<file path="src/design/pac_pkg.sv">
// ----------------------------------------------------------------------------
// Projected area accumulator package
// Shared constants, payload types and the CORDIC arctangent table.
// ----------------------------------------------------------------------------
package pac_pkg;

  localparam int ANGLE_BITS   = 16;
  localparam int CORDIC_MAX   = 24;
  localparam int CORDIC_ITERS = (ANGLE_BITS < CORDIC_MAX) ? ANGLE_BITS : CORDIC_MAX;
  localparam int ITER_W       = $clog2(CORDIC_ITERS);
  localparam int ATAN_IDX_W   = 5;

  // Datapath width of the CORDIC, signed Q2.30 with headroom.
  localparam int CW = 34;

  localparam logic signed [CW-1:0] CORDIC_K = 34'sd652032874;
  localparam logic [17:0]          PI_Q16   = 18'd205887;

  typedef logic [15:0] mag_t;
  typedef logic [15:0] dim_t;
  typedef logic [15:0] angle_t;
  typedef logic signed [15:0] elev_t;

  typedef enum logic [1:0] {
    PRIM_BOX    = 2'd0,
    PRIM_CYL    = 2'd1,
    PRIM_SPHERE = 2'd2,
    PRIM_PANEL  = 2'd3
  } prim_t;

  typedef struct packed {
    logic        start;
    logic [31:0] angle;
  } cordic_req_t;

  typedef struct packed {
    logic done;
    mag_t sin_mag;
    mag_t cos_mag;
  } cordic_res_t;

  function automatic logic [29:0] atan_turn(input logic [ATAN_IDX_W-1:0] idx);
    logic [29:0] v;
    case (idx)
      5'd0:    v = 30'd536870912;
      5'd1:    v = 30'd316933406;
      5'd2:    v = 30'd167458907;
      5'd3:    v = 30'd85004756;
      5'd4:    v = 30'd42667331;
      5'd5:    v = 30'd21354465;
      5'd6:    v = 30'd10679838;
      5'd7:    v = 30'd5340245;
      5'd8:    v = 30'd2670163;
      5'd9:    v = 30'd1335087;
      5'd10:   v = 30'd667544;
      5'd11:   v = 30'd333772;
      5'd12:   v = 30'd166886;
      5'd13:   v = 30'd83443;
      5'd14:   v = 30'd41722;
      5'd15:   v = 30'd20861;
      5'd16:   v = 30'd10430;
      5'd17:   v = 30'd5215;
      5'd18:   v = 30'd2608;
      5'd19:   v = 30'd1304;
      5'd20:   v = 30'd652;
      5'd21:   v = 30'd326;
      5'd22:   v = 30'd163;
      5'd23:   v = 30'd81;
      default: v = 30'd0;
    endcase
    return v;
  endfunction

endpackage

</file>
<file path="src/design/pac_in_if.sv">
// ----------------------------------------------------------------------------
// Primitive input channel
// Valid/ready channel carrying one primitive and its view direction.
// ----------------------------------------------------------------------------
interface pac_in_if;
  import pac_pkg::*;

  logic   valid;
  logic   ready;
  angle_t az;
  elev_t  el;
  prim_t  prim_type;
  dim_t   dim_x;
  dim_t   dim_y;
  dim_t   dim_z;
  logic   last_prim;
  logic   restart_stats;

  modport source (
    output valid, az, el, prim_type, dim_x, dim_y, dim_z, last_prim, restart_stats,
    input  ready
  );

  modport sink (
    input  valid, az, el, prim_type, dim_x, dim_y, dim_z, last_prim, restart_stats,
    output ready
  );

endinterface

</file>
<file path="src/design/pac_out_if.sv">
// ----------------------------------------------------------------------------
// Direction result channel
// Valid/ready channel carrying one direction total and the running statistics.
// ----------------------------------------------------------------------------
interface pac_out_if;
  import pac_pkg::*;

  logic        valid;
  logic        ready;
  logic [31:0] direction_area;
  logic [31:0] max_area;
  logic [31:0] min_area;
  logic [47:0] area_sum;
  logic [15:0] sample_count;

  modport source (
    output valid, direction_area, max_area, min_area, area_sum, sample_count,
    input  ready
  );

  modport sink (
    input  valid, direction_area, max_area, min_area, area_sum, sample_count,
    output ready
  );

endinterface

</file>
<file path="src/design/pac_cordic.sv">
// ----------------------------------------------------------------------------
// Iterative CORDIC sine and cosine
// Rotation-mode CORDIC, one micro-rotation per cycle, returning the rounded
// Q1.15 magnitudes of sine and cosine of a 32-bit binary angle. A new request
// is taken in the idle state or in the cycle that reports done.
// ----------------------------------------------------------------------------
module pac_cordic (
  input  logic                 clk,
  input  logic                 rst_n,
  input  pac_pkg::cordic_req_t req,
  output pac_pkg::cordic_res_t res
);
  import pac_pkg::*;

  typedef enum logic [2:0] {
    C_IDLE = 3'b001,
    C_RUN  = 3'b010,
    C_DONE = 3'b100
  } cstate_t;

  localparam logic signed [CW-1:0] QUARTER_TURN = 34'sd1073741824;
  localparam logic signed [CW-1:0] HALF_TURN    = 34'sd2147483648;
  localparam logic signed [CW-1:0] Q15_HALF     = 34'sd16384;
  localparam logic signed [CW-1:0] Q15_ONE      = 34'sd32768;

  cstate_t state_r, state_nxt;

  logic signed [CW-1:0] x_r, y_r, z_r;
  logic [ITER_W-1:0]    iter_r;

  logic signed [CW-1:0] z_in, z_fold;
  logic signed [CW-1:0] x_sh, y_sh, at;
  logic                 last_iter;

  function automatic mag_t to_mag(input logic signed [CW-1:0] v);
    logic signed [CW-1:0] r;
    logic signed [CW-1:0] a;
    r = (v + Q15_HALF) >>> 15;
    a = r[CW-1] ? -r : r;
    return (a > Q15_ONE) ? Q15_ONE[15:0] : a[15:0];
  endfunction

  // Angles beyond a quarter turn are folded by a half turn; only the
  // magnitudes leave this unit, so the sign flip is not needed.
  always_comb begin
    z_in = {{(CW-32){req.angle[31]}}, req.angle};
    if (z_in > QUARTER_TURN) begin
      z_fold = z_in - HALF_TURN;
    end else if (z_in < -QUARTER_TURN) begin
      z_fold = z_in + HALF_TURN;
    end else begin
      z_fold = z_in;
    end
  end

  assign x_sh      = x_r >>> iter_r;
  assign y_sh      = y_r >>> iter_r;
  assign at        = {{(CW-30){1'b0}}, atan_turn(ATAN_IDX_W'(iter_r))};
  assign last_iter = (iter_r == ITER_W'(CORDIC_ITERS - 1));

  always_comb begin
    state_nxt = state_r;
    case (state_r)
      C_IDLE: begin
        if (req.start) begin
          state_nxt = C_RUN;
        end
      end
      C_RUN: begin
        if (last_iter) begin
          state_nxt = C_DONE;
        end
      end
      C_DONE: begin
        if (req.start) begin
          state_nxt = C_RUN;
        end else begin
          state_nxt = C_IDLE;
        end
      end
      default: state_nxt = C_IDLE;
    endcase
  end

  always_ff @(posedge clk) begin
    if (!rst_n) begin
      state_r <= C_IDLE;
    end else begin
      state_r <= state_nxt;
    end
  end

  always_ff @(posedge clk) begin
    if ((state_r inside {C_IDLE, C_DONE}) && req.start) begin
      x_r    <= CORDIC_K;
      y_r    <= '0;
      z_r    <= z_fold;
      iter_r <= '0;
    end else if (state_r == C_RUN) begin
      if (!z_r[CW-1]) begin
        x_r <= x_r - y_sh;
        y_r <= y_r + x_sh;
        z_r <= z_r - at;
      end else begin
        x_r <= x_r + y_sh;
        y_r <= y_r - x_sh;
        z_r <= z_r + at;
      end
      if (!last_iter) begin
        iter_r <= iter_r + 1'b1;
      end
    end
  end

  assign res.done    = (state_r == C_DONE);
  assign res.cos_mag = to_mag(x_r);
  assign res.sin_mag = to_mag(y_r);

endmodule

</file>
<file path="src/design/projected_area_accumulator.sv">
// ----------------------------------------------------------------------------
// Projected area accumulator
// Adds the projected areas of box, cylinder, sphere and panel primitives for
// one view direction and reports the total with running statistics.
// ----------------------------------------------------------------------------
// The block takes one primitive at a time and is not ready while it works on
// it. Each primitive takes one CORDIC pass for the azimuth and another for
// the elevation, then eight steps of the shared 32 by 18 bit multiplier (four
// for a sphere or a panel), then the round and accumulate states and a return
// to idle. A result transaction is produced only for the primitive marked
// last_prim, and it waits in an output register, so the next primitive is
// accepted while the result is still pending; a further last primitive holds
// in its accumulate state until that register is free. Areas and sums
// saturate instead of wrapping.
// ----------------------------------------------------------------------------
module projected_area_accumulator (
  input  logic clk,
  input  logic rst_n,
  pac_in_if.sink    in_chan,
  pac_out_if.source out_chan
);
  import pac_pkg::*;

  typedef enum logic [5:0] {
    S_IDLE  = 6'b000001,
    S_AZ    = 6'b000010,
    S_EL    = 6'b000100,
    S_MUL   = 6'b001000,
    S_ROUND = 6'b010000,
    S_ACCUM = 6'b100000
  } state_t;

  typedef enum logic [2:0] {
    A_CE, A_DX, A_DY, A_T_LO, A_T_HI
  } a_sel_t;

  typedef enum logic [3:0] {
    B_CAZ, B_SAZ, B_DX, B_DY, B_DZ, B_NX, B_NY, B_NZ, B_CE, B_PI
  } b_sel_t;

  typedef enum logic [2:0] {
    D_NX, D_NY, D_T, D_T_PI, D_ACC0, D_ACC16, D_ACC32
  } dst_t;

  typedef struct packed {
    a_sel_t a_sel;
    b_sel_t b_sel;
    dst_t   dst;
    logic   last;
  } step_op_t;

  localparam int RND_BOX    = 23;
  localparam int RND_CYL    = 39;
  localparam int RND_SPHERE = 26;

  state_t state_r, state_nxt;

  prim_t       prim_type_r;
  dim_t        dx_r, dy_r, dz_r;
  elev_t       el_r;
  logic        last_r, restart_r;
  mag_t        caz_r, saz_r, ce_r, nz_r, nx_r, ny_r;
  logic [2:0]  step_r;
  logic [47:0] t_r;
  logic [63:0] acc_r;
  logic [31:0] area_r;

  logic [31:0] partial_r, max_r, min_r, out_area_r;
  logic [47:0] sum_r;
  logic [15:0] cnt_r;
  logic        out_valid_r;

  cordic_req_t creq;
  cordic_res_t cres;

  step_op_t    op;
  logic [31:0] mul_a;
  logic [17:0] mul_b;
  logic [49:0] prod;

  logic [64:0] rnd;
  logic [31:0] area_sat;
  logic [32:0] total_sum;
  logic [31:0] total;
  logic [31:0] eff_max, eff_min, new_max, new_min;
  logic [47:0] eff_sum, new_sum;
  logic [48:0] sum_ext;
  logic [15:0] eff_cnt, new_cnt;
  logic        in_accept, out_free, emit;

  function automatic step_op_t decode_step(input prim_t pt, input logic [2:0] st);
    step_op_t o;
    o = '{a_sel: A_CE, b_sel: B_CAZ, dst: D_NX, last: 1'b0};
    if (st == 3'd0) begin
      o = '{a_sel: A_CE, b_sel: B_CAZ, dst: D_NX, last: 1'b0};
    end else if (st == 3'd1) begin
      o = '{a_sel: A_CE, b_sel: B_SAZ, dst: D_NY, last: 1'b0};
    end else begin
      case (pt)
        PRIM_BOX: begin
          case (st)
            3'd2:    o = '{a_sel: A_DY,   b_sel: B_DZ, dst: D_T,    last: 1'b0};
            3'd3:    o = '{a_sel: A_T_LO, b_sel: B_NX, dst: D_ACC0, last: 1'b0};
            3'd4:    o = '{a_sel: A_DX,   b_sel: B_DZ, dst: D_T,    last: 1'b0};
            3'd5:    o = '{a_sel: A_T_LO, b_sel: B_NY, dst: D_ACC0, last: 1'b0};
            3'd6:    o = '{a_sel: A_DX,   b_sel: B_DY, dst: D_T,    last: 1'b0};
            default: o = '{a_sel: A_T_LO, b_sel: B_NZ, dst: D_ACC0, last: 1'b1};
          endcase
        end
        PRIM_CYL: begin
          case (st)
            3'd2:    o = '{a_sel: A_DX,   b_sel: B_DX, dst: D_T,     last: 1'b0};
            3'd3:    o = '{a_sel: A_T_LO, b_sel: B_PI, dst: D_T_PI,  last: 1'b0};
            3'd4:    o = '{a_sel: A_T_LO, b_sel: B_NZ, dst: D_ACC0,  last: 1'b0};
            3'd5:    o = '{a_sel: A_T_HI, b_sel: B_NZ, dst: D_ACC32, last: 1'b0};
            3'd6:    o = '{a_sel: A_DX,   b_sel: B_DY, dst: D_T,     last: 1'b0};
            default: o = '{a_sel: A_T_LO, b_sel: B_CE, dst: D_ACC16, last: 1'b1};
          endcase
        end
        PRIM_SPHERE: begin
          case (st)
            3'd2:    o = '{a_sel: A_DX,   b_sel: B_DX, dst: D_T,    last: 1'b0};
            default: o = '{a_sel: A_T_LO, b_sel: B_PI, dst: D_ACC0, last: 1'b1};
          endcase
        end
        default: begin
          case (st)
            3'd2:    o = '{a_sel: A_DX,   b_sel: B_DY, dst: D_T,    last: 1'b0};
            default: o = '{a_sel: A_T_LO, b_sel: B_NZ, dst: D_ACC0, last: 1'b1};
          endcase
        end
      endcase
    end
    return o;
  endfunction

  pac_cordic u_cordic (
    .clk   (clk),
    .rst_n (rst_n),
    .req   (creq),
    .res   (cres)
  );

  assign in_accept = in_chan.valid && in_chan.ready;
  assign in_chan.ready = (state_r == S_IDLE);

  always_comb begin
    creq.start = (state_r == S_IDLE && in_accept) || (state_r == S_AZ && cres.done);
    creq.angle = (state_r == S_IDLE) ? {in_chan.az, 16'd0} : {el_r, 16'd0};
  end

  // Shared multiplier.
  assign op = decode_step(prim_type_r, step_r);

  always_comb begin
    case (op.a_sel)
      A_CE:    mul_a = {16'd0, ce_r};
      A_DX:    mul_a = {16'd0, dx_r};
      A_DY:    mul_a = {16'd0, dy_r};
      A_T_LO:  mul_a = t_r[31:0];
      A_T_HI:  mul_a = {16'd0, t_r[47:32]};
      default: mul_a = '0;
    endcase
    case (op.b_sel)
      B_CAZ:   mul_b = {2'd0, caz_r};
      B_SAZ:   mul_b = {2'd0, saz_r};
      B_DX:    mul_b = {2'd0, dx_r};
      B_DY:    mul_b = {2'd0, dy_r};
      B_DZ:    mul_b = {2'd0, dz_r};
      B_NX:    mul_b = {2'd0, nx_r};
      B_NY:    mul_b = {2'd0, ny_r};
      B_NZ:    mul_b = {2'd0, nz_r};
      B_CE:    mul_b = {2'd0, ce_r};
      B_PI:    mul_b = PI_Q16;
      default: mul_b = '0;
    endcase
  end

  assign prod = {18'd0, mul_a} * {32'd0, mul_b};

  // Rounding to Q24.8 with saturation.
  always_comb begin
    case (prim_type_r)
      PRIM_CYL:    rnd = ({1'b0, acc_r} + (65'd1 << (RND_CYL - 1))) >> RND_CYL;
      PRIM_SPHERE: rnd = ({1'b0, acc_r} + (65'd1 << (RND_SPHERE - 1))) >> RND_SPHERE;
      default:     rnd = ({1'b0, acc_r} + (65'd1 << (RND_BOX - 1))) >> RND_BOX;
    endcase
    area_sat = (|rnd[64:32]) ? '1 : rnd[31:0];
  end

  // Direction total and statistics update.
  always_comb begin
    total_sum = {1'b0, partial_r} + {1'b0, area_r};
    total     = total_sum[32] ? '1 : total_sum[31:0];
    eff_max   = restart_r ? '0 : max_r;
    eff_min   = restart_r ? '1 : min_r;
    eff_sum   = restart_r ? '0 : sum_r;
    eff_cnt   = restart_r ? '0 : cnt_r;
    new_max   = (total > eff_max) ? total : eff_max;
    new_min   = (total < eff_min) ? total : eff_min;
    sum_ext   = {1'b0, eff_sum} + {17'd0, total};
    new_sum   = sum_ext[48] ? '1 : sum_ext[47:0];
    new_cnt   = (eff_cnt != '1) ? eff_cnt + 16'd1 : eff_cnt;
  end

  assign out_free = !out_valid_r || out_chan.ready;
  assign emit     = (state_r == S_ACCUM) && last_r && out_free;

  always_comb begin
    state_nxt = state_r;
    case (state_r)
      S_IDLE: begin
        if (in_accept) begin
          state_nxt = S_AZ;
        end
      end
      S_AZ: begin
        if (cres.done) begin
          state_nxt = S_EL;
        end
      end
      S_EL: begin
        if (cres.done) begin
          state_nxt = S_MUL;
        end
      end
      S_MUL: begin
        if (op.last) begin
          state_nxt = S_ROUND;
        end
      end
      S_ROUND: state_nxt = S_ACCUM;
      S_ACCUM: begin
        if (!last_r || out_free) begin
          state_nxt = S_IDLE;
        end
      end
      default: state_nxt = S_IDLE;
    endcase
  end

  always_ff @(posedge clk) begin
    if (!rst_n) begin
      state_r     <= S_IDLE;
      out_valid_r <= 1'b0;
      partial_r   <= '0;
      max_r       <= '0;
      min_r       <= '1;
      sum_r       <= '0;
      cnt_r       <= '0;
    end else begin
      state_r <= state_nxt;
      if (emit) begin
        out_valid_r <= 1'b1;
      end else if (out_chan.ready) begin
        out_valid_r <= 1'b0;
      end
      if (state_r == S_ACCUM) begin
        if (!last_r) begin
          partial_r <= total;
        end else if (out_free) begin
          partial_r <= '0;
          max_r     <= new_max;
          min_r     <= new_min;
          sum_r     <= new_sum;
          cnt_r     <= new_cnt;
        end
      end
    end
  end

  always_ff @(posedge clk) begin
    if (in_accept) begin
      prim_type_r <= in_chan.prim_type;
      dx_r        <= in_chan.dim_x;
      dy_r        <= in_chan.dim_y;
      dz_r        <= in_chan.dim_z;
      el_r        <= in_chan.el;
      last_r      <= in_chan.last_prim;
      restart_r   <= in_chan.restart_stats;
    end
    if (state_r == S_AZ && cres.done) begin
      caz_r <= cres.cos_mag;
      saz_r <= cres.sin_mag;
    end
    if (state_r == S_EL && cres.done) begin
      ce_r   <= cres.cos_mag;
      nz_r   <= cres.sin_mag;
      acc_r  <= '0;
      step_r <= '0;
    end
    if (state_r == S_MUL) begin
      step_r <= step_r + 3'd1;
      case (op.dst)
        D_NX:    nx_r  <= 16'(({1'b0, prod[31:0]} + 33'd16384) >> 15);
        D_NY:    ny_r  <= 16'(({1'b0, prod[31:0]} + 33'd16384) >> 15);
        D_T:     t_r   <= prod[47:0];
        D_T_PI:  t_r   <= prod[49:2];
        D_ACC0:  acc_r <= acc_r + {14'd0, prod};
        D_ACC16: acc_r <= acc_r + {prod[47:0], 16'd0};
        D_ACC32: acc_r <= acc_r + {prod[31:0], 32'd0};
        default: acc_r <= acc_r;
      endcase
    end
    if (state_r == S_ROUND) begin
      area_r <= area_sat;
    end
    if (emit) begin
      out_area_r <= total;
    end
  end

  assign out_chan.valid          = out_valid_r;
  assign out_chan.direction_area = out_area_r;
  assign out_chan.max_area       = max_r;
  assign out_chan.min_area       = min_r;
  assign out_chan.area_sum       = sum_r;
  assign out_chan.sample_count   = cnt_r;

endmodule

</file>
<file path="src/flat_wrapper.sv">
// flat-port wrapper written by rule: the top's interface ports become plain ports
module projected_area_accumulator_flat import pac_pkg::*;
  (clk, rst_n, in_chan_valid, in_chan_az, in_chan_el, in_chan_prim_type, in_chan_dim_x, in_chan_dim_y, in_chan_dim_z, in_chan_last_prim, in_chan_restart_stats, in_chan_ready, out_chan_valid, out_chan_direction_area, out_chan_max_area, out_chan_min_area, out_chan_area_sum, out_chan_sample_count, out_chan_ready);
  pac_in_if in_chan_i ();
  pac_out_if out_chan_i ();
  input  logic clk;
  input  logic rst_n;
  input wire logic [$bits(in_chan_i.valid)-1:0] in_chan_valid;
  input wire logic [$bits(in_chan_i.az)-1:0] in_chan_az;
  input wire logic [$bits(in_chan_i.el)-1:0] in_chan_el;
  input wire logic [$bits(in_chan_i.prim_type)-1:0] in_chan_prim_type;
  input wire logic [$bits(in_chan_i.dim_x)-1:0] in_chan_dim_x;
  input wire logic [$bits(in_chan_i.dim_y)-1:0] in_chan_dim_y;
  input wire logic [$bits(in_chan_i.dim_z)-1:0] in_chan_dim_z;
  input wire logic [$bits(in_chan_i.last_prim)-1:0] in_chan_last_prim;
  input wire logic [$bits(in_chan_i.restart_stats)-1:0] in_chan_restart_stats;
  output wire logic [$bits(in_chan_i.ready)-1:0] in_chan_ready;
  output wire logic [$bits(out_chan_i.valid)-1:0] out_chan_valid;
  output wire logic [$bits(out_chan_i.direction_area)-1:0] out_chan_direction_area;
  output wire logic [$bits(out_chan_i.max_area)-1:0] out_chan_max_area;
  output wire logic [$bits(out_chan_i.min_area)-1:0] out_chan_min_area;
  output wire logic [$bits(out_chan_i.area_sum)-1:0] out_chan_area_sum;
  output wire logic [$bits(out_chan_i.sample_count)-1:0] out_chan_sample_count;
  input wire logic [$bits(out_chan_i.ready)-1:0] out_chan_ready;
  assign in_chan_i.valid = in_chan_valid;
  assign in_chan_i.az = in_chan_az;
  assign in_chan_i.el = in_chan_el;
  assign in_chan_i.prim_type = in_chan_prim_type;
  assign in_chan_i.dim_x = in_chan_dim_x;
  assign in_chan_i.dim_y = in_chan_dim_y;
  assign in_chan_i.dim_z = in_chan_dim_z;
  assign in_chan_i.last_prim = in_chan_last_prim;
  assign in_chan_i.restart_stats = in_chan_restart_stats;
  assign in_chan_ready = in_chan_i.ready;
  assign out_chan_valid = out_chan_i.valid;
  assign out_chan_direction_area = out_chan_i.direction_area;
  assign out_chan_max_area = out_chan_i.max_area;
  assign out_chan_min_area = out_chan_i.min_area;
  assign out_chan_area_sum = out_chan_i.area_sum;
  assign out_chan_sample_count = out_chan_i.sample_count;
  assign out_chan_i.ready = out_chan_ready;
  projected_area_accumulator u_core (.clk(clk), .rst_n(rst_n), .in_chan(in_chan_i), .out_chan(out_chan_i));
endmodule
</file>
<file path="config.mk">
export PLATFORM = sky130hd
export DESIGN_NAME = projected_area_accumulator_flat
export DESIGN_NICKNAME = d
export VERILOG_FILES = /design/src/design/pac_pkg.sv /design/src/design/pac_in_if.sv /design/src/design/pac_out_if.sv /design/src/design/pac_cordic.sv /design/src/design/projected_area_accumulator.sv /design/src/flat_wrapper.sv
export SDC_FILE = /design/constraint.sdc
export NUM_CORES = 2
export LEC_CHECK = 0
export ABC_AREA = 1
export BUFFER_PORTS_ARGS = -buffer_cell sky130_fd_sc_hd__buf_4
export CORE_MARGIN = 2
export CORE_UTILIZATION = 41
export CTS_BUF_LIST = sky130_fd_sc_hd__clkbuf_4 sky130_fd_sc_hd__clkbuf_8 sky130_fd_sc_hd__clkbuf_16
export CTS_CLUSTER_SIZE = 14
export DETAILED_ROUTE_END_ITERATION = 10
export PLACE_DENSITY = 0.65
export SYNTH_ARGS = -nofsm -noshare
export SYNTH_HDL_FRONTEND = slang
export SYNTH_SLANG_ARGS = --single-unit
export TNS_END_PERCENT = 20
</file>
<file path="constraint.sdc">
create_clock -name clk -period 19.46 [get_ports clk]
set_input_delay 0 -clock clk [delete_from_list [all_inputs] [get_ports clk]]
set_output_delay 0 -clock clk [all_outputs]
set_load 0.05 [all_outputs]
</file>
After elaboration in Yosys (flattened, before gate mapping) --
Memory sizes are Yosys's and may differ from the RTL's. A register that Yosys moved wholly into a read port is not among the register bits. Index checks and enable logic that the tools add are counted.
Storage, ports and cells: register bits after elaboration 619, bits in latches 0, bits in writable memories 0, ROM bits 480, input bits 88, memories 1
Cells by class: add/sub/neg operators 24, $mul 1, div/mod/pow operators 0, order comparisons 6, equal/unequal tests 47, shift operators 2, mux-type cells 53, bitwise operators 1, reductions and logical operators 32
Memories:
- (name not given) | words 16, width 30, rd ports 1, clocked after Yosys merged registers in 1, wr ports 0, RTL line pac_pkg.sv:44 | case (idx)
Operator list (number):
- $mux 34 | 9
- $mux 32 | 8
- $pmux 64 s4 | 1
- $pmux 18 s10 | 1
- $pmux 32 s5 | 1
- $add 64x64->64 | 2
- $mux 64 | 2
- $mux 48 | 2
- $pmux 48 s2 | 1
- $pmux 42 s2 | 1
- $add 34x16->34 const B | 2
- $add 34x34->34 | 2
- $gt 34x17->1 const B | 2
- $neg 19->34 | 2
- $sshr 34x4->34 | 2
- $sub 34x34->34 | 2
- $add 64x23->65 const B | 1
- $add 64x26->65 const B | 1
- $add 64x39->65 const B | 1
- $add 64x50->64 | 1
- $mux 16 | 4
- $pmux 11 s5 | 1
- $mul 32x18->50 | 1
- $pmux 10 s5 | 1
- other kinds (56) | 115

Longest topological paths before layout --
word-level depth 11, depth in mapped cells 69

Modules after synthesis --
From an unflattened synthesis, not the netlist that was laid out.
Second synthesis, totals: cells, all modules 11002, area total of the unflattened synthesis 75984.1 um^2
By module, submodules not included:
- projected_area_accumulator | times used 1, cells an instance 7824, area each 57387.5 um^2, sequential area each 13643.1 um^2
- pac_cordic | times used 1, cells an instance 3178, area each 18596.6 um^2, sequential area each 3123.0 um^2

Least setup slack after synthesis --
Ideal clock, no wire load.
path kind register -> register, from register u_core.step_r[0], to register u_core.acc_r[61] (data pin), library setup time 0.312 ns, data arrival time 9.302 ns, data required time 19.148 ns, setup slack 9.846 ns, stages on the path, launching flop included 53, buffers on the path 3, clock period less this slack 9.614 ns, path through edfxtp_1 -> ha_1 -> ha_1 -> inv_1 -> nand3_2 -> nor2_2 -> o21ai_1 -> nor3b_2 -> nor2_4 -> nor2_1 -> buf_4 -> nand2_1 -> inv_2 -> buf_6 -> nand2_1 -> o21ai_1 -> a211oi_4 -> buf_4 -> (+17 left out) -> o21ai_0 -> nand3_1 -> nand2_1 -> xor2_1 -> ha_1 -> a21oi_1 -> o21ai_0 -> inv_1 -> o21ai_0 -> a21oi_1 -> nor2_1 -> a21oi_1 -> o21ai_0 -> or2_2 -> nand3_1 -> o211ai_1 -> nand2_1 -> o31ai_1
On the way: longest elaborated chain between the ends 11, elaborated cells on any way between the ends 45, classes of those cells add/sub (3); mul (1); eq/ne (25); mux (11); reduce/logical (5)
Ends and longest elaborated chain:
- from (decl) | RTL line projected_area_accumulator.sv:63 | logic [2:0] step_r;
- from (signal assigned) | RTL line projected_area_accumulator.sv:293 | step_r <= step_r + 3'd1;
- $eq 3x3->1, or another cell as far along | RTL line projected_area_accumulator.sv:101, projected_area_accumulator.sv:111
- $pmux 11 s5, or another cell as far along | RTL line projected_area_accumulator.sv:111 | case (st)
- $pmux 11 s3 | RTL line projected_area_accumulator.sv:99 | case (pt)
- $mux 11 | RTL line projected_area_accumulator.sv:96 | end else if (st == 3'd1) begin
- $mux 11 * | RTL line projected_area_accumulator.sv:94 | if (st == 3'd0) begin
- $eq 4x4->1, or another cell as far along | RTL line projected_area_accumulator.sv:164 | case (op.b_sel)
- $pmux 18 s10 / $pmux 32 s5 (equally long branches) | RTL line projected_area_accumulator.sv:164, projected_area_accumulator.sv:156
- $mul 32x18->50 | RTL line projected_area_accumulator.sv:179 | assign prod = {18'd0, mul_a} * {32'd0, mul_b};
- $add 64x64->64, or another cell as far along | RTL line projected_area_accumulator.sv:301 | D_ACC32: acc_r <= acc_r + {prod[31:0], 32'd0};
- $pmux 64 s4 * | RTL line projected_area_accumulator.sv:294 | case (op.dst)
- $mux 64 * | RTL line projected_area_accumulator.sv:292 | if (state_r == S_MUL) begin
- to (signal assigned) | RTL line projected_area_accumulator.sv:300 | D_ACC16: acc_r <= acc_r + {prod[47:0], 16'd0};
- to (signal assigned) | RTL line projected_area_accumulator.sv:301
- to (signal assigned) | RTL line projected_area_accumulator.sv:302 | default: acc_r <= acc_r;
- to (decl) | RTL line projected_area_accumulator.sv:65 | logic [63:0] acc_r;
Mark *: on every way between the ends. The rest lies on a longest branch, timed or not. A chain may end at the register's enable or synchronous reset.

Final worst setup path --
from register u_core.prim_type_r[1], to register u_core.acc_r[51] (data pin)
On the way: longest elaborated chain between the ends 10, elaborated cells on any way between the ends 37, classes of those cells add/sub (3); mul (1); eq/ne (21); mux (7); reduce/logical (5)
Ends and longest elaborated chain:
- from (decl) | RTL line projected_area_accumulator.sv:58 | prim_t prim_type_r;
- from (signal assigned) | RTL line projected_area_accumulator.sv:274 | prim_type_r <= in_chan.prim_type;
- $eq 2x2->1, or another cell as far along | RTL line projected_area_accumulator.sv:99
- $pmux 11 s3 * | RTL line projected_area_accumulator.sv:99
- $mux 11 * | RTL line projected_area_accumulator.sv:96
- $mux 11 * | RTL line projected_area_accumulator.sv:94
- $eq 4x4->1, or another cell as far along | RTL line projected_area_accumulator.sv:164
- $pmux 18 s10 / $pmux 32 s5 (equally long branches) | RTL line projected_area_accumulator.sv:164, projected_area_accumulator.sv:156
- $mul 32x18->50 | RTL line projected_area_accumulator.sv:179
- $add 64x64->64, or another cell as far along | RTL line projected_area_accumulator.sv:301
- $pmux 64 s4 * | RTL line projected_area_accumulator.sv:294
- $mux 64 * | RTL line projected_area_accumulator.sv:292
Marks and branches as above.

==> impl_metrics.toml <==
[run_status]
outcome = "complete, no violations"

[yosys]
synth.avg_cell_area_um2 = 6.91
post_synth_instance_area_um2 = 75800
ys_seq_area_share_pct = 22.1
synthesis.nets = 12056
synth_enable_flop_cells = 377
synthCells = 10968
synth_seq_cells = 649
ys_types = 78
synthArstFlopShare_pct = 0
ys_warn_count = 0
synth_ff_type = "edfxtp_1"

[route]
firstDrtPassIters = 6
wirelength_um = 328000
vias_per_cell = 5.66
drc = 0
ant_nets = 0
drt_iter0_markers = 8026
dr_total_vias = 77982
avgRoutedWirePerCell_um = 23.8

[placed_design]
dp_hpwl_um = 262000
place.port_buffers = 249
gp_congestion = 1.04

[sta]
finalMaxSlewViolations = 0
period_minus_slack_ps = 14760
finClkSkew_ps = 96.1
max-slew-margin-rel_pct = 7.81
rsz0062_at_grt = "false"
finalSetupTns_ps = 0
worst_pin_slew_ps = 1380
fmax_ghz = 0.0677
finalHoldViolCount = 0
setup_viol = 0
fin_crit_sh_pct = 75.9

[die]
die-area_um2 = 188000
core-area_um2 = 183000
start_util_pct = 41.3
die_w_um = 434
rows = 157
io_pins = 250
die_y_um = 434

[worst_setup_path]
critical_path_arrival_ps = 15250
cpMostUsedCell = "inv_1"
endpoint = "u_core.acc_r[51]"
reg2reg_depth = 40
crit_cells = 40
rr_endpoint = "u_core.acc_r[51]"
cp-start-kind = "register"
crit_buf_inv = 8
rrSetupSlack_ps = 4700
crit_family = "simple AND/OR/NAND/NOR gates"
cp_slowest_stage_delay_ps = 1090
slowest_stage = "xor2_1"
crit_fanout = 17
path_class = "reg2reg"
endpoint_kind = "register"
cp.required_ps = 19950
startpoint = "u_core.prim_type_r[1]"
rr_startpoint = "u_core.prim_type_r[1]"

[global_route]
antenna_found_initial = 11
grt_pass1_vias = 74820
grt_max_degree = 89
met3_usage_pct = 6.60
top_usage_layer = "met2"
grt_util_all_layers_pct = 34.1
overflow = 0
gr-usage-met2_pct = 51.4
met1_usage_pct = 47.6
grt_pass1_wl_um = 482000

[clock_tree]
clkSinkCount = 649
clockRootBuffer = "clkbuf_16"
clkSlewWorstSetupHoldPaths_ps = 60
cts_made_buffers = 86
clock_path_buffers = 3
cts_tree = "built"
worstSkewPairLatency_ps = 790
cts_max_level = 3

[flow_run]
cap_violations = 0

[layout]
syn2layout_area_growth_pct = 12.1
drive_gt1_share_pct = 6.38
nNetsFinal = 12321

[worst_hold_path]
hp-class = "in2reg"
[state kept, by name, summed over array words and instances (netlist names), 6 cells and up]
| register | cells |
|---|---|
| u_core.saz_r | 16 |
| u_core.nx_r | 16 |
| u_core.t_r | 48 |
| u_core.u_cordic.at | 30 |
| u_core.u_cordic.y_r | 34 |
| u_core.dx_r | 16 |
| u_core.nz_r | 16 |
| u_core.el_r | 16 |
| u_core.out_chan.max_area | 32 |
| u_core.partial_r | 32 |
| u_core.caz_r | 16 |
| u_core.out_chan.sample_count | 16 |
| u_core.area_r | 32 |
| u_core.ce_r | 16 |
| u_core.u_cordic.z_r | 34 |
| u_core.out_chan.direction_area | 32 |
| u_core.dz_r | 16 |
| u_core.out_chan.area_sum | 48 |
| u_core.dy_r | 16 |
| u_core.state_r | 6 |
| u_core.u_cordic.x_r | 34 |
| u_core.acc_r | 64 |
| u_core.ny_r | 16 |
| u_core.out_chan.min_area | 32 |
[cell families (layout without fill, tap and decap cells)]
| kind of cell | after synthesis | after routing | synth area share, % |
|---|---|---|---|
| XOR/XNOR | 350 | 350 | 4.09 |
| flip-flops | 649 | 649 | 22.1 |
| AO/OA/AOI/OAI | 2141 | 2141 | 16.0 |
| multiplexers | 4 | 4 | 0.0528 |
| AND/OR/NAND/NOR | 4673 | 4673 | 25.5 |
| adder cells (fa/ha/maj) | 1000 | 1000 | 21.3 |
| other | 0 | 4 | 0 |
| buffers and inverters | 2151 | 2490 | 10.9 |
[layout by cell type, fill, tap and decap left out, types with 33 or more instances in the layout]
cell type and instances:
nand2_1 2609, inv_1 1760, nor2_1 1010, a21oi_1 925, o21ai_0 667, nand3_1 642
ha_1 513, fa_1 487, buf_4 392, edfxtp_1 377, dfxtp_1 269, xor2_1 243
dlygate4sd3_1 133, nor3_1 123, nand4_1 108, xnor2_1 95, clkbuf_16 89, o211ai_1 87
a31oi_1 75, a21o_1 55, o21a_1 36, or2_2 35, nor4_1 33, o221ai_1 33
[synthesized netlist by cell type, types with 95 or more instances]
cell / instances / share of area (%)
nand2_1: 2611 / 13
ha_1: 513 / 8.5
a21oi_1: 925 / 6.1
nand3_1: 644 / 4.3
nand4_1: 108 / 0.89
nor2_1: 1019 / 5.0
fa_1: 487 / 13
edfxtp_1: 377 / 15
o21ai_0: 672 / 4.4
xor2_1: 250 / 2.9
nor3_1: 124 / 0.82
xnor2_1: 95 / 1.1
inv_1: 1763 / 8.7
buf_2: 101 / 0.67
clkbuf_1: 188 / 0.93
dfxtp_1: 272 / 7.2
[per-stage QoR]
step	cells	worst slack [ps]	utilization, %	area (um2)	hold WS, ps
finish	13775	4700	46.3	85000	67.7
global route	13772	4380	46.3	85000	24.5
CTS	13770	5100	46.3	85000	0.563
detailed placement	13475	5040	43.9	80500	180
global placement	13475	4950	43.9	80500	179
floorplan	10968	9850	-	75800	98.9
[what timing repair did]
action,CTS,global route
setup buffers,0,0
resized for setup,0,0
hold buffers,133,0
endpoints found under the hold margin,125,0
[final cells by class]
type                            count  area [um2]
Fill cell                       18929       98500
Multi-Input combinational cell   8168       51000
Sequential cell                   649       16800
Inverter                         1802        6770
Timing Repair Buffer              526        4290
Tap cell                         2464        3080
Clock buffer                      105        2380
Clock inverter                     57         741
Antenna cell                        4        10.0
[worst min path at each step]
stage                 startpoint               to  slack [ps]  cells past startpoint
2_1_floorplan   in_chan_dim_x[0]   u_core.dx_r[0]         100                      0
3_3_place_gp      in_chan_el[10]  u_core.el_r[10]         180                      1
3_5_place_dp      in_chan_el[12]  u_core.el_r[12]         180                      1
4_1_cts         in_chan_dim_x[7]   u_core.dx_r[7]         0.6                      2
5_1_grt        in_chan_dim_y[10]  u_core.dy_r[10]          20                      2
6_report        in_chan_dim_x[4]   u_core.dx_r[4]          70                      2
[metal layers]
layer	share of wire, %	wire length, um	vias up
met4	4.7	15400	6
met2	43	140000	3684
li1	-	-	36229
met3	9.0	29400	636
met5	0.0098	32	-
met1	44	143000	37427
Power is not shown: default switching activity piles up to over one toggle a cycle in this logic, so the estimate is an artifact.
